## config.mk

```make
export PLATFORM = sky130hd
export DESIGN_NAME = websocket_frame_parser
export DESIGN_NICKNAME = d
export VERILOG_FILES = /design/src/rtl/wsfp_pkg.sv /design/src/rtl/wsfp_fifo.sv /design/src/rtl/wsfp_front.sv /design/src/rtl/wsfp_back.sv /design/src/rtl/websocket_frame_parser.sv
export SDC_FILE = /design/constraint.sdc
export NUM_CORES = 1
export LEC_CHECK = 0
export BUFFER_PORTS_ARGS = -buffer_cell sky130_fd_sc_hd__buf_2
export CAP_MARGIN = 20
export CORE_UTILIZATION = 35
export DETAILED_ROUTE_END_ITERATION = 7
export MAX_ROUTING_LAYER = met4
export SLEW_MARGIN = 5
export SYNTH_ARGS = -nofsm -noshare
export SYNTH_HDL_FRONTEND = slang
export SYNTH_SLANG_ARGS = --single-unit
```

## constraint.sdc

```tcl
create_clock -name i_clk -period 12.7 [get_ports i_clk]
set_input_delay 0.635 -clock i_clk [delete_from_list [all_inputs] [get_ports i_clk]]
set_output_delay 0.635 -clock i_clk [all_outputs]
set_load 0.02 [all_outputs]
```

## src/rtl/wsfp_pkg.sv

```systemverilog
// wsfp_pkg: shared types and constants of the websocket frame parser
// no dependencies; imported by every module of the block except wsfp_fifo

package wsfp_pkg;

    // default configuration
    localparam int LENGTH_BITS_DEF = 64;
    localparam int QUEUE_DEPTH_DEF = 4;

    // fixed field widths
    localparam int KEY_W    = 32;
    localparam int OUT_LEN_W = 64;

    // header byte fields and length codes
    localparam logic [7:0] HDR_FIN_BIT  = 8'h80;
    localparam logic [7:0] HDR_RSV_BITS = 8'h70;
    localparam logic [7:0] HDR_OP_BITS  = 8'h0F;
    localparam logic [7:0] LEN_BITS7    = 8'h7F;
    localparam logic [6:0] LEN_CODE_16  = 7'd126;
    localparam logic [6:0] LEN_CODE_64  = 7'd127;
    localparam logic [3:0] OP_CTL_BIT   = 4'h8;

    // extended length and masking key byte counts
    localparam logic [3:0] EXT16_BYTES = 4'd2;
    localparam logic [3:0] EXT64_BYTES = 4'd8;
    localparam logic [3:0] KEY_BYTES   = 4'd4;

    // opcodes that bound the valid ranges
    localparam logic [3:0] OP_BINARY = 4'h2;
    localparam logic [3:0] OP_CLOSE  = 4'h8;
    localparam logic [3:0] OP_PONG   = 4'hA;

    typedef enum logic [2:0] {
        PH_START = 3'd0,
        PH_LEN   = 3'd1,
        PH_EXT   = 3'd2,
        PH_MASK  = 3'd3,
        PH_DATA  = 3'd4
    } t_phase;

    typedef enum logic [1:0] {
        KIND_HEADER = 2'd0,
        KIND_DATA   = 2'd1,
        KIND_ERROR  = 2'd2
    } t_kind;

    typedef enum logic [1:0] {
        ERR_RSV      = 2'd0,
        ERR_OPCODE   = 2'd1,
        ERR_FRAG_CTL = 2'd2,
        ERR_CTL_LEN  = 2'd3
    } t_err;

    // control part of one token from the parser to the output stage
    typedef struct packed {
        t_kind      kind;
        logic       fin;
        logic [3:0] opcode;
        logic       masked;
        logic       last;
        t_err       err;
        logic [1:0] lane;
    } t_tok_ctl;

endpackage

```

## src/rtl/wsfp_fifo.sv

```systemverilog
// wsfp_fifo: small register queue between the parser and the output stage
// generic width and depth; no package dependency

module wsfp_fifo #(
    parameter int WIDTH = 8,
    parameter int DEPTH = 4
) (
    input  logic             i_clk,
    input  logic             i_rst_n,
    input  logic             i_push,
    input  logic [WIDTH-1:0] i_wdata,
    input  logic             i_pop,
    output logic [WIDTH-1:0] o_rdata,
    output logic             o_full,
    output logic             o_empty
);
    localparam int PTR_W = (DEPTH > 1) ? $clog2(DEPTH) : 1;
    localparam int CNT_W = $clog2(DEPTH + 1);

    logic [WIDTH-1:0] r_mem [DEPTH];
    logic [PTR_W-1:0] r_wptr, n_wptr;
    logic [PTR_W-1:0] r_rptr, n_rptr;
    logic [CNT_W-1:0] r_count, n_count;
    logic             do_push, do_pop;

    assign o_full  = (r_count == CNT_W'(DEPTH));
    assign o_empty = (r_count == '0);
    assign o_rdata = r_mem[r_rptr];
    assign do_push = i_push && !o_full;
    assign do_pop  = i_pop && !o_empty;

    // pointer and count update
    always_comb begin
        n_wptr  = r_wptr;
        n_rptr  = r_rptr;
        n_count = r_count;
        if (do_push) begin
            n_wptr = (r_wptr == PTR_W'(DEPTH - 1)) ? '0 : r_wptr + 1'b1;
        end
        if (do_pop) begin
            n_rptr = (r_rptr == PTR_W'(DEPTH - 1)) ? '0 : r_rptr + 1'b1;
        end
        if (do_push && !do_pop) begin
            n_count = r_count + 1'b1;
        end else if (do_pop && !do_push) begin
            n_count = r_count - 1'b1;
        end
    end

    always_ff @(posedge i_clk) begin
        if (!i_rst_n) begin
            r_wptr  <= '0;
            r_rptr  <= '0;
            r_count <= '0;
        end else begin
            r_wptr  <= n_wptr;
            r_rptr  <= n_rptr;
            r_count <= n_count;
        end
    end

    // entry storage
    always_ff @(posedge i_clk) begin
        if (do_push) begin
            r_mem[r_wptr] <= i_wdata;
        end
    end

endmodule

```

## src/rtl/wsfp_front.sv

```systemverilog
// wsfp_front: header parser; emits a token for each completed header, payload byte or error
// depends on wsfp_pkg

module wsfp_front #(
    parameter int LENGTH_BITS = wsfp_pkg::LENGTH_BITS_DEF
) (
    input  logic                   i_clk,
    input  logic                   i_rst_n,
    input  logic                   i_push,
    input  logic [7:0]             i_byte,
    input  logic                   i_full,
    output logic                   o_tok_push,
    output wsfp_pkg::t_tok_ctl     o_tok_ctl,
    output logic [LENGTH_BITS-1:0] o_tok_len,
    output logic [wsfp_pkg::KEY_W-1:0] o_tok_pay
);
    import wsfp_pkg::*;

    t_phase                 r_phase, n_phase;
    logic                   r_halted, n_halted;
    logic                   r_fin, n_fin;
    logic [3:0]             r_op, n_op;
    logic                   r_masked, n_masked;
    logic [LENGTH_BITS-1:0] r_len, n_len;
    logic [LENGTH_BITS-1:0] r_dcnt, n_dcnt;
    logic [3:0]             r_hcnt, n_hcnt;
    logic [KEY_W-1:0]       r_key, n_key;

    logic       accept;
    logic       hdr_done;
    logic       data_tok;
    logic       data_last;
    logic       fail;
    t_err       fail_err;
    logic [6:0] len_code;
    logic [3:0] hdr_op;
    logic       op_valid;

    assign accept   = i_push && !i_full;
    assign len_code = i_byte[6:0] & LEN_BITS7[6:0];
    assign hdr_op   = i_byte[3:0] & HDR_OP_BITS[3:0];
    assign op_valid = (hdr_op <= OP_BINARY) || ((hdr_op >= OP_CLOSE) && (hdr_op <= OP_PONG));

    // parser next state
    always_comb begin
        n_phase   = r_phase;
        n_halted  = r_halted;
        n_fin     = r_fin;
        n_op      = r_op;
        n_masked  = r_masked;
        n_len     = r_len;
        n_dcnt    = r_dcnt;
        n_hcnt    = r_hcnt;
        n_key     = r_key;
        hdr_done  = 1'b0;
        data_tok  = 1'b0;
        data_last = 1'b0;
        fail      = 1'b0;
        fail_err  = ERR_RSV;
        if (accept && !r_halted) begin
            unique case (r_phase)
                PH_LEN: begin
                    n_masked = i_byte[7];
                    if ((len_code == LEN_CODE_16) || (len_code == LEN_CODE_64)) begin
                        if ((r_op & OP_CTL_BIT) != '0) begin
                            fail     = 1'b1;
                            fail_err = ERR_CTL_LEN;
                        end else begin
                            n_len   = '0;
                            n_hcnt  = (len_code == LEN_CODE_16) ? EXT16_BYTES : EXT64_BYTES;
                            n_phase = PH_EXT;
                        end
                    end else begin
                        n_len = LENGTH_BITS'(len_code);
                        if (i_byte[7]) begin
                            n_hcnt  = KEY_BYTES;
                            n_phase = PH_MASK;
                        end else begin
                            hdr_done = 1'b1;
                        end
                    end
                end
                PH_EXT: begin
                    n_len  = {r_len[LENGTH_BITS-9:0], i_byte};
                    n_hcnt = r_hcnt - 1'b1;
                    if (n_hcnt == '0) begin
                        if (r_masked) begin
                            n_hcnt  = KEY_BYTES;
                            n_phase = PH_MASK;
                        end else begin
                            hdr_done = 1'b1;
                        end
                    end
                end
                PH_MASK: begin
                    n_key  = {r_key[KEY_W-9:0], i_byte};
                    n_hcnt = r_hcnt - 1'b1;
                    if (n_hcnt == '0) begin
                        hdr_done = 1'b1;
                    end
                end
                PH_DATA: begin
                    data_tok  = 1'b1;
                    n_dcnt    = r_dcnt + 1'b1;
                    data_last = (n_dcnt == r_len);
                    if (data_last) begin
                        n_phase = PH_START;
                    end
                end
                default: begin
                    // start of header, also taken for unused phase codes
                    n_fin    = (i_byte & HDR_FIN_BIT) != '0;
                    n_op     = hdr_op;
                    n_masked = 1'b0;
                    n_len    = '0;
                    n_phase  = PH_LEN;
                    if ((i_byte & HDR_RSV_BITS) != '0) begin
                        fail     = 1'b1;
                        fail_err = ERR_RSV;
                    end else if (!op_valid) begin
                        fail     = 1'b1;
                        fail_err = ERR_OPCODE;
                    end else if (((hdr_op & OP_CTL_BIT) != '0) && !n_fin) begin
                        fail     = 1'b1;
                        fail_err = ERR_FRAG_CTL;
                    end
                end
            endcase
            if (fail) begin
                n_halted = 1'b1;
            end
            if (hdr_done) begin
                n_dcnt  = '0;
                n_phase = (n_len == '0) ? PH_START : PH_DATA;
            end
        end
    end

    // token outputs
    always_comb begin
        o_tok_push       = hdr_done || data_tok || fail;
        o_tok_ctl.kind   = KIND_HEADER;
        o_tok_ctl.fin    = n_fin;
        o_tok_ctl.opcode = n_op;
        o_tok_ctl.masked = n_masked;
        o_tok_ctl.last   = 1'b0;
        o_tok_ctl.err    = ERR_RSV;
        o_tok_ctl.lane   = r_dcnt[1:0];
        o_tok_len        = n_len;
        o_tok_pay        = n_key;
        if (fail) begin
            o_tok_ctl.kind   = KIND_ERROR;
            o_tok_ctl.masked = 1'b0;
            o_tok_ctl.err    = fail_err;
            o_tok_len        = '0;
        end else if (data_tok) begin
            o_tok_ctl.kind = KIND_DATA;
            o_tok_ctl.last = data_last;
            o_tok_pay      = {{(KEY_W-8){1'b0}}, i_byte};
        end else begin
            o_tok_ctl.last = (n_len == '0);
        end
    end

    // control state
    always_ff @(posedge i_clk) begin
        if (!i_rst_n) begin
            r_phase  <= PH_START;
            r_halted <= 1'b0;
        end else begin
            r_phase  <= n_phase;
            r_halted <= n_halted;
        end
    end

    // frame fields, counters and key
    always_ff @(posedge i_clk) begin
        r_fin    <= n_fin;
        r_op     <= n_op;
        r_masked <= n_masked;
        r_len    <= n_len;
        r_dcnt   <= n_dcnt;
        r_hcnt   <= n_hcnt;
        r_key    <= n_key;
    end

    // halt persists until reset
    a_halt_holds: assert property (@(posedge i_clk) disable iff (!i_rst_n)
        r_halted |=> r_halted)
        else $error("halt flag cleared without reset");

    // nothing leaves the parser once halted
    a_no_tok_halted: assert property (@(posedge i_clk) disable iff (!i_rst_n)
        o_tok_push |-> !r_halted)
        else $error("token produced while halted");

    // payload count stays below the frame length
    a_dcnt_bound: assert property (@(posedge i_clk) disable iff (!i_rst_n)
        (r_phase == PH_DATA) |-> (r_dcnt < r_len))
        else $error("payload count reached frame length inside payload");

endmodule

```

## src/rtl/wsfp_back.sv

```systemverilog
// wsfp_back: output stage; unmasks payload bytes and holds the result register
// depends on wsfp_pkg

module wsfp_back #(
    parameter int LENGTH_BITS = wsfp_pkg::LENGTH_BITS_DEF
) (
    input  logic                       i_clk,
    input  logic                       i_rst_n,
    input  logic                       i_tok_valid,
    input  wsfp_pkg::t_tok_ctl         i_tok_ctl,
    input  logic [LENGTH_BITS-1:0]     i_tok_len,
    input  logic [wsfp_pkg::KEY_W-1:0] i_tok_pay,
    output logic                       o_tok_pop,
    input  logic                       i_pop,
    output logic                       o_empty,
    output logic [1:0]                 o_kind,
    output logic                       o_fin,
    output logic [3:0]                 o_opcode,
    output logic                       o_masked,
    output logic [wsfp_pkg::OUT_LEN_W-1:0] o_payload_length,
    output logic [7:0]                 o_data,
    output logic                       o_last,
    output logic [1:0]                 o_error_kind
);
    import wsfp_pkg::*;

    logic                 r_valid, n_valid;
    logic [KEY_W-1:0]     r_key;
    t_kind                r_kind;
    logic                 r_fin;
    logic [3:0]           r_opcode;
    logic                 r_masked;
    logic [OUT_LEN_W-1:0] r_len;
    logic [7:0]           r_data;
    logic                 r_last;
    t_err                 r_err;

    logic                 load;
    logic [7:0]           key_byte;
    logic [7:0]           n_data;

    // result register takes a token when empty or being drained
    assign load      = i_tok_valid && (!r_valid || i_pop);
    assign o_tok_pop = load;

    always_comb begin
        n_valid = r_valid;
        if (load) begin
            n_valid = 1'b1;
        end else if (i_pop) begin
            n_valid = 1'b0;
        end
    end

    // key lane select and unmasking
    always_comb begin
        key_byte = r_key[KEY_W-1 - 8*i_tok_ctl.lane -: 8];
        n_data   = '0;
        if (i_tok_ctl.kind == KIND_DATA) begin
            n_data = i_tok_pay[7:0] ^ (i_tok_ctl.masked ? key_byte : 8'h00);
        end
    end

    always_ff @(posedge i_clk) begin
        if (!i_rst_n) begin
            r_valid <= 1'b0;
        end else begin
            r_valid <= n_valid;
        end
    end

    // key of the current frame, taken from its header transfer
    always_ff @(posedge i_clk) begin
        if (load && (i_tok_ctl.kind == KIND_HEADER) && i_tok_ctl.masked) begin
            r_key <= i_tok_pay;
        end
    end

    // result fields
    always_ff @(posedge i_clk) begin
        if (load) begin
            r_kind   <= i_tok_ctl.kind;
            r_fin    <= i_tok_ctl.fin;
            r_opcode <= i_tok_ctl.opcode;
            r_masked <= i_tok_ctl.masked;
            r_len    <= OUT_LEN_W'(i_tok_len);
            r_data   <= n_data;
            r_last   <= i_tok_ctl.last;
            r_err    <= i_tok_ctl.err;
        end
    end

    assign o_empty          = !r_valid;
    assign o_kind           = r_kind;
    assign o_fin            = r_fin;
    assign o_opcode         = r_opcode;
    assign o_masked         = r_masked;
    assign o_payload_length = r_len;
    assign o_data           = r_data;
    assign o_last           = r_last;
    assign o_error_kind     = r_err;

    // data byte only on payload results
    a_data_zero: assert property (@(posedge i_clk) disable iff (!i_rst_n)
        (r_valid && (r_kind != KIND_DATA)) |-> (r_data == '0))
        else $error("nonzero data on a non-payload result");

    // error results carry no mask, length or last mark
    a_err_fields: assert property (@(posedge i_clk) disable iff (!i_rst_n)
        (r_valid && (r_kind == KIND_ERROR)) |-> (!r_masked && !r_last && (r_len == '0)))
        else $error("error result with stray fields");

    // a header is last exactly when the frame is empty
    a_hdr_last: assert property (@(posedge i_clk) disable iff (!i_rst_n)
        (r_valid && (r_kind == KIND_HEADER)) |-> (r_last == (r_len == '0)))
        else $error("header last mark disagrees with length");

endmodule

```

## src/rtl/websocket_frame_parser.sv

```systemverilog
// websocket_frame_parser: top level; parser, token queue and output stage
// depends on wsfp_pkg, wsfp_front, wsfp_fifo, wsfp_back
// a result reaches the ports through the token queue, then the result register
// throughput: one byte per cycle while full is low
// full rises only once the token queue (QUEUE_DEPTH entries) and result register fill
// reset: synchronous, clears parser phase, halt flag, queue and result register

module websocket_frame_parser #(
    parameter int LENGTH_BITS = wsfp_pkg::LENGTH_BITS_DEF,
    parameter int QUEUE_DEPTH = wsfp_pkg::QUEUE_DEPTH_DEF
) (
    input  logic        i_clk,
    input  logic        i_rst_n,
    input  logic        i_push,
    output logic        o_full,
    input  logic [7:0]  i_in_byte,
    input  logic        i_pop,
    output logic        o_empty,
    output logic [1:0]  o_kind,
    output logic        o_fin,
    output logic [3:0]  o_opcode,
    output logic        o_masked,
    output logic [wsfp_pkg::OUT_LEN_W-1:0] o_payload_length,
    output logic [7:0]  o_data,
    output logic        o_last,
    output logic [1:0]  o_error_kind
);
    import wsfp_pkg::*;

    localparam int CTL_W = $bits(t_tok_ctl);
    localparam int TOK_W = CTL_W + LENGTH_BITS + KEY_W;

    logic                   tok_push;
    t_tok_ctl               tok_ctl_in;
    logic [LENGTH_BITS-1:0] tok_len_in;
    logic [KEY_W-1:0]       tok_pay_in;
    logic [TOK_W-1:0]       q_wdata, q_rdata;
    logic                   q_full, q_empty, q_pop;
    t_tok_ctl               tok_ctl_out;
    logic [LENGTH_BITS-1:0] tok_len_out;
    logic [KEY_W-1:0]       tok_pay_out;

    assign o_full  = q_full;
    assign q_wdata = {tok_ctl_in, tok_len_in, tok_pay_in};
    assign {tok_ctl_out, tok_len_out, tok_pay_out} = q_rdata;

    // byte parser
    wsfp_front #(
        .LENGTH_BITS (LENGTH_BITS)
    ) u_front (
        .i_clk      (i_clk),
        .i_rst_n    (i_rst_n),
        .i_push     (i_push),
        .i_byte     (i_in_byte),
        .i_full     (q_full),
        .o_tok_push (tok_push),
        .o_tok_ctl  (tok_ctl_in),
        .o_tok_len  (tok_len_in),
        .o_tok_pay  (tok_pay_in)
    );

    // token queue
    wsfp_fifo #(
        .WIDTH (TOK_W),
        .DEPTH (QUEUE_DEPTH)
    ) u_queue (
        .i_clk   (i_clk),
        .i_rst_n (i_rst_n),
        .i_push  (tok_push),
        .i_wdata (q_wdata),
        .i_pop   (q_pop),
        .o_rdata (q_rdata),
        .o_full  (q_full),
        .o_empty (q_empty)
    );

    // unmasking and result register
    wsfp_back #(
        .LENGTH_BITS (LENGTH_BITS)
    ) u_back (
        .i_clk            (i_clk),
        .i_rst_n          (i_rst_n),
        .i_tok_valid      (!q_empty),
        .i_tok_ctl        (tok_ctl_out),
        .i_tok_len        (tok_len_out),
        .i_tok_pay        (tok_pay_out),
        .o_tok_pop        (q_pop),
        .i_pop            (i_pop),
        .o_empty          (o_empty),
        .o_kind           (o_kind),
        .o_fin            (o_fin),
        .o_opcode         (o_opcode),
        .o_masked         (o_masked),
        .o_payload_length (o_payload_length),
        .o_data           (o_data),
        .o_last           (o_last),
        .o_error_kind     (o_error_kind)
    );

endmodule

```

# Word level (Yosys, flattened, before mapping)
# Memories as Yosys holds them, arrays and structs flattened. A register that Yosys moved wholly into a read port is not among the register bits.
# Index checks and enable logic that the tools add are counted.
# W data, S select, Z words.
[totals]
reg_bits = 297
mem_bits_rw = 436
input_bits = 12
out_inout_bits = 85
mem_count = 1
[classes]
add_sub_neg = 7
magnitude_cmp = 3
n_eq_ne = 19
shifts = 1
muxes = 77
bitwise = 1
n_reduce_logical = 40
[mem_list]
columns = ["memory", "depth", "word_bits", "rd", "rd_clocked_by_memory_dff", "write_ports", "line_no", "rtl"]
rows = [
  ["u_queue.r_mem", 4, 109, 1, 1, 1, "wsfp_fifo.sv:20", "logic [WIDTH-1:0] r_mem [DEPTH];"],
]
[op_table]
columns = ["op", "n"]
rows = [
  ["$mux W64", 6],
  ["$pmux W64 S3", 1],
  ["$logic_not A64 Y1", 2],
  ["$mux W32", 4],
  ["$add A64 B1 Y64 const B", 1],
  ["$eq A64 B64 Y1", 1],
  ["$shiftx A39 B33 Y8", 1],
  ["$mux W4", 8],
  ["$mux W3", 10],
  ["$mux W1", 29],
  ["$mux W2", 12],
  ["$eq A7 B7 Y1 const B", 2],
  ["$pmux W3 S4", 1],
  ["$pmux W4 S3", 1],
  ["$logic_and A1 B1 Y1", 11],
  ["$ne A3 B1 Y1 const B", 3],
  ["$mux W8", 1],
  ["$reduce_bool A8 Y1", 1],
  ["$xor A8 B8 Y8", 1],
  ["$logic_not A1 Y1", 7],
  ["$reduce_and A7 Y1", 1],
  ["$eq A3 B2 Y1 const B", 2],
  ["$eq A3 B3 Y1 const B", 2],
  ["$reduce_bool A2 Y1", 3],
  ["other kinds (29)", 37],
]

# Logic depth before layout (Yosys ltp)
[logic_depth]
word_depth = 14
depth_mapped = 13
ltp_nobuf = 13

# Modules after synthesis
# A second synthesis with hierarchy kept.
[unflattened]
cells_unflattened = 2025
area_unflattened_um2 = 30789.5
[by_module_without_submodules]
columns = ["module", "n_inst", "cells_per_inst", "area_each_um2", "seq_area_each_um2"]
rows = [
  ["wsfp_fifo", 1, 620, 16155.5, 13272.7],
  ["wsfp_front", 1, 1235, 10706.5, 4164.0],
  ["wsfp_back", 1, 169, 3923.8, 3473.3],
  ["websocket_frame_parser", 1, 1, 3.8, 0.0],
]

# Worst setup path after synthesis
# No wires, ideal clock.
[synth_path]
path_kind = "in2reg"
start = "input i_in_byte[2]"
end = "memory u_queue.r_mem[0][0] (netlist name), enable pin"
setup_time_ns = 0.592
arrival_time_ns = 6.807
slack_ns = 5.302
cell_stages = 7
n_path_buf = 1
cell_sequence = "clkbuf_1 -> nand4_1 -> nor2_1 -> nand3_1 -> a21oi_1 -> a211oi_1 -> nor2b_1"
[synth_via]
elab_chain_cells = 12
[synth_lines]
columns = ["item", "line_no", "rtl"]
rows = [
  ["start: declaration", "websocket_frame_parser.sv:16", "input logic [7:0] i_in_byte,"],
  ["$ge A4 B4 Y1 / $le A4 B4 Y1 (equally long branches)", "wsfp_front.sv:42", "assign op_valid = (hdr_op <= OP_BINARY) || ((hdr_op >= OP_CLOSE) && (hdr_op <= OP_PONG));"],
  ["$logic_and A1 B1 Y1", "wsfp_front.sv:42", ""],
  ["$logic_or A1 B1 Y1", "wsfp_front.sv:42", ""],
  ["$mux W1", "wsfp_front.sv:120", "end else if (!op_valid) begin"],
  ["$mux W1", "wsfp_front.sv:117", "if ((i_byte & HDR_RSV_BITS) != '0) begin"],
  ["$pmux W1 S2", "wsfp_front.sv:61", "unique case (r_phase)"],
  ["$mux W1 (2 in series)", "wsfp_front.sv:60", "if (accept && !r_halted) begin"],
  ["$logic_or A1 B1 Y1 (*)", "wsfp_front.sv:141", "o_tok_push = hdr_done || data_tok || fail;"],
  ["$logic_and A1 B1 Y1 (*)", "wsfp_fifo.sv:29", "assign do_push = i_push && !o_full;"],
  ["$mux W1 (*)", "wsfp_fifo.sv:64", "if (do_push) begin"],
  ["$mux W1 (implied by the code) (*)", "wsfp_fifo.sv:65", "r_mem[r_wptr] <= i_wdata;"],
  ["end: declaration", "wsfp_fifo.sv:20", ""],
]
# Every way passes the cells marked *; elsewhere a longest branch is shown, timed or not. The select of a mux whose other input is x is not followed.

==> flow_summary.toml <==
[run_status]
status = "finished clean"

[routing]
wl_per_cell_um = 26.6
dr.pass1.iters = 6
vias = 18900
drt-total-wl_um = 90300
drtIter0Drc = 1956
routed_via_density = 5.57
ant_nets = 0
drc = 0

[global_route]
antenna_found_initial = 3
grt_overflow = 0
grt_pass1_wl_um = 132000
grt_util_all_layers_pct = 20.6
grt_pass1_vias = 19000
grt_max_degree = 74

[synthesis]
syn-cell-area_um2 = 31100
synth_edf_count = 619
synth_ff_type = "edfxtp_1"
syn_area_per_cell_um2 = 15.0
synth.net_count = 2100
synthCells = 2078
ys_seq_area_share_pct = 67.2
yosysWarnings = 0
async_flop_share_pct = 0
ys_ff_latch = 735
synth_cell_types = 86

[power_and_ir_drop]
p_sw_mw = 2.31
power.internal_mw = 5.22
power.density_nw_per_um2 = 213
vdd_ir_drop_max_mv = 0.112
seqPwrFrac_pct = 46.4
switching_share_pct = 30.7
comb_power_share_pct = 24.2
p_leak_nw = 11.9
p_clk_share_pct = 29.4

[flow_run]
drv_cap = 0

[floorplanning]
initial_core_util_pct = 35.6
die_area_um2 = 90100
die_w_um = 300
io_pins = 97
die_height_um = 300
core-area_um2 = 87400
num_rows = 108

[final_layout]
syn_to_final_growth_pct = 13.7
final_common_cell = "edfxtp_1"
final_cell_mix = "edfxtp_1 (619), nor2_1 (203), mux4_2 (117)"
postLayoutCoreUtil_pct = 40.5
drive_gt1_share_pct = 19.3
final_nets = 2199

[cts]
clkTransAtPathRegs_ns = 0.06
numCtsBuffers = 76
cts_sinks = 735
clock-root-buffer = "clkbuf_16"
htreeDepth = 3
cts_tree = "built"
clockBufferDepth = 3
clk-insertion-delay-late_ns = 0.63
post_cts_resized = 0
cts_setup_buffers = 0
hold_buffers = 0

[critical_path]
crit_path_end_kind = "flip-flop"
crit_fanout = 11
cp_slowest_cell = "or4_4"
cp_cell_sequence = "nand4_1 -> or4_4 -> nor4_4 -> nand3_4 -> mux2_4 -> or4_4 -> nor4_2 -> nand4_1 -> o31ai_2"
crit_required_ns = 13.09
crit_path_start_kind = "flip-flop"
critPathKind = "flip-flop to flip-flop"
max_stage_delay_ns = 0.85
worstPathArrival_ns = 5.39

[placed_design]
routabilityCongestion = 0.994
io_buffers = 96
dp_hpwl_um = 62200

[sta]
slew_viol_final = 0
fin_crit_ns = 5.00
finalSetupViolations = 0
max_freq_mhz = 200
slew_headroom_pct = 28.4
worst_pin_slew_ns = 1.06
finalHoldViolCount = 0
finalClockSkew_ns = 0.0229
rsz0062_at_grt = "false"
timing.final.crit_share_pct = 39.4
setup-tns-final_ns = 0

[worst_hold_path]
hold_path_class = "primary input to flip-flop"
state kept, by name, indices dropped and copies added (netlist names), named ones only:
name                     count
u_queue.r_mem              436
u_back.o_payload_length     64
u_front.r_dcnt              64
u_front.r_len               64
u_back.r_key                32
u_front.r_key               32
u_back.o_data                8
u_back.o_opcode              4
u_front.r_hcnt               4
u_front.r_op                 4
u_front.r_phase              3
u_queue.r_count              3
u_back.o_error_kind          2
u_back.o_kind                2
u_queue.r_rptr               2
u_queue.r_wptr               2
u_back.o_fin                 1
u_back.o_last                1
u_back.o_masked              1
u_back.r_valid               1
u_front.r_fin                1
u_front.r_halted             1
u_front.r_masked             1
per-layer routing:
layer / track usage, % / routed length (um) / vias up
met1: 28.7 / 40600 / 9800
met4: 5.89 / 2090 / 0
met5: - / 0 / -
met2: 31.4 / 41900 / 725
li1: - / - / 8256
met3: 2.82 / 5770 / 122
synth_stat cells (4+ instances only):
master | instances | share of area [%]
a2111oi_0 | 5 | 0.14
a211oi_1 | 6 | 0.14
a21boi_0 | 7 | 0.17
a21oi_1 | 22 | 0.35
a22o_1 | 19 | 0.53
a22oi_1 | 47 | 1.1
a31oi_1 | 8 | 0.16
a32oi_1 | 5 | 0.14
and2_1 | 35 | 0.70
and3_1 | 15 | 0.30
and4_1 | 16 | 0.45
buf_1 | 22 | 0.27
clkbuf_1 | 74 | 0.89
dfxtp_1 | 116 | 7.5
edfxtp_1 | 619 | 60
ha_1 | 9 | 0.36
inv_1 | 73 | 0.88
mux2_2 | 39 | 1.4
mux4_2 | 117 | 8.5
nand2_1 | 78 | 0.94
nand2b_1 | 17 | 0.34
nand3_1 | 50 | 0.80
nand3b_1 | 4 | 0.097
nand4_1 | 68 | 1.4
nand4b_1 | 4 | 0.11
nor2_1 | 203 | 2.4
nor2b_1 | 31 | 0.62
nor3_1 | 44 | 0.71
nor3b_1 | 6 | 0.14
nor4_1 | 44 | 0.88
nor4b_1 | 4 | 0.11
o2111ai_1 | 5 | 0.14
o211ai_1 | 8 | 0.19
o21ai_0 | 24 | 0.39
o221ai_1 | 4 | 0.11
o22ai_1 | 8 | 0.16
or2_2 | 6 | 0.12
or3_1 | 9 | 0.18
or4_1 | 5 | 0.12
xnor2_1 | 67 | 1.9
xnor3_1 | 5 | 0.36
xor2_1 | 61 | 1.7
layout make-up:
cell class	instances	area, um^2
fill	7966	52000
sequential	735	20900
clock inverter	30	305
tap	1155	1450
inverter	73	277
timing repair buffer	126	706
antenna	1	2.50
clock buffer	108	2160
multi-input combinational	1165	9570
critical path: cells and delay by family, from the launching register on:
kind,cells,cell delay (ns)
AOI/OAI and AO/OA,1,0.40
DFF,1,0.48
muxes,1,0.37
and+or+nand+nor,7,3.50
path summary, 6_finish.rpt:
check                         start  slack, ns                    end  cells past startpoint
setup / recovery  u_front.r_dcnt[3]       7.70  u_queue.r_mem[2][100]                      9
hold / removal                i_pop       0.32         u_back.r_valid                      3
setup reg to reg  u_front.r_dcnt[3]       7.70  u_queue.r_mem[2][100]                      9
hold reg to reg   u_front.r_key[24]       0.47      u_front.r_key[24]                      1
cells by family after synthesis:
group / synth area share, %
XOR/XNOR: 4.04
multiplexers: 10.0
adder cells (fa/ha/maj): 0.426
flip-flops: 67.2
AO/OA/AOI/OAI: 4.84
buffers and inverters: 2.31
AND/OR/NAND/NOR: 11.2
power by group through the flow:
stage               clock [mW]  sequential [mW]  combinational, mW
floorplan                    0             3.64               1.10
global placement             0             3.53               1.84
detailed placement           0             3.55               1.85
CTS                       2.26             3.50               1.86
global route              2.36             3.54               1.95
finish                    2.22             3.49               1.82
per-stage QoR:
stage | power, mW | std cells | hold slack (ns) | area (um^2) | worst slack, ns
floorplan | 4.74 | 2078 | 0.445 | 31100 | 5.30
global placement | 5.36 | 3254 | 0.456 | 32900 | 7.97
detailed placement | 5.40 | 3254 | 0.459 | 32900 | 7.86
CTS | 7.63 | 3392 | 0.278 | 35400 | 7.82
global route | 7.85 | 3393 | 0.353 | 35400 | 7.53
finish | 7.53 | 3393 | 0.316 | 35400 | 7.70
(Power assumes the default switching activity.)
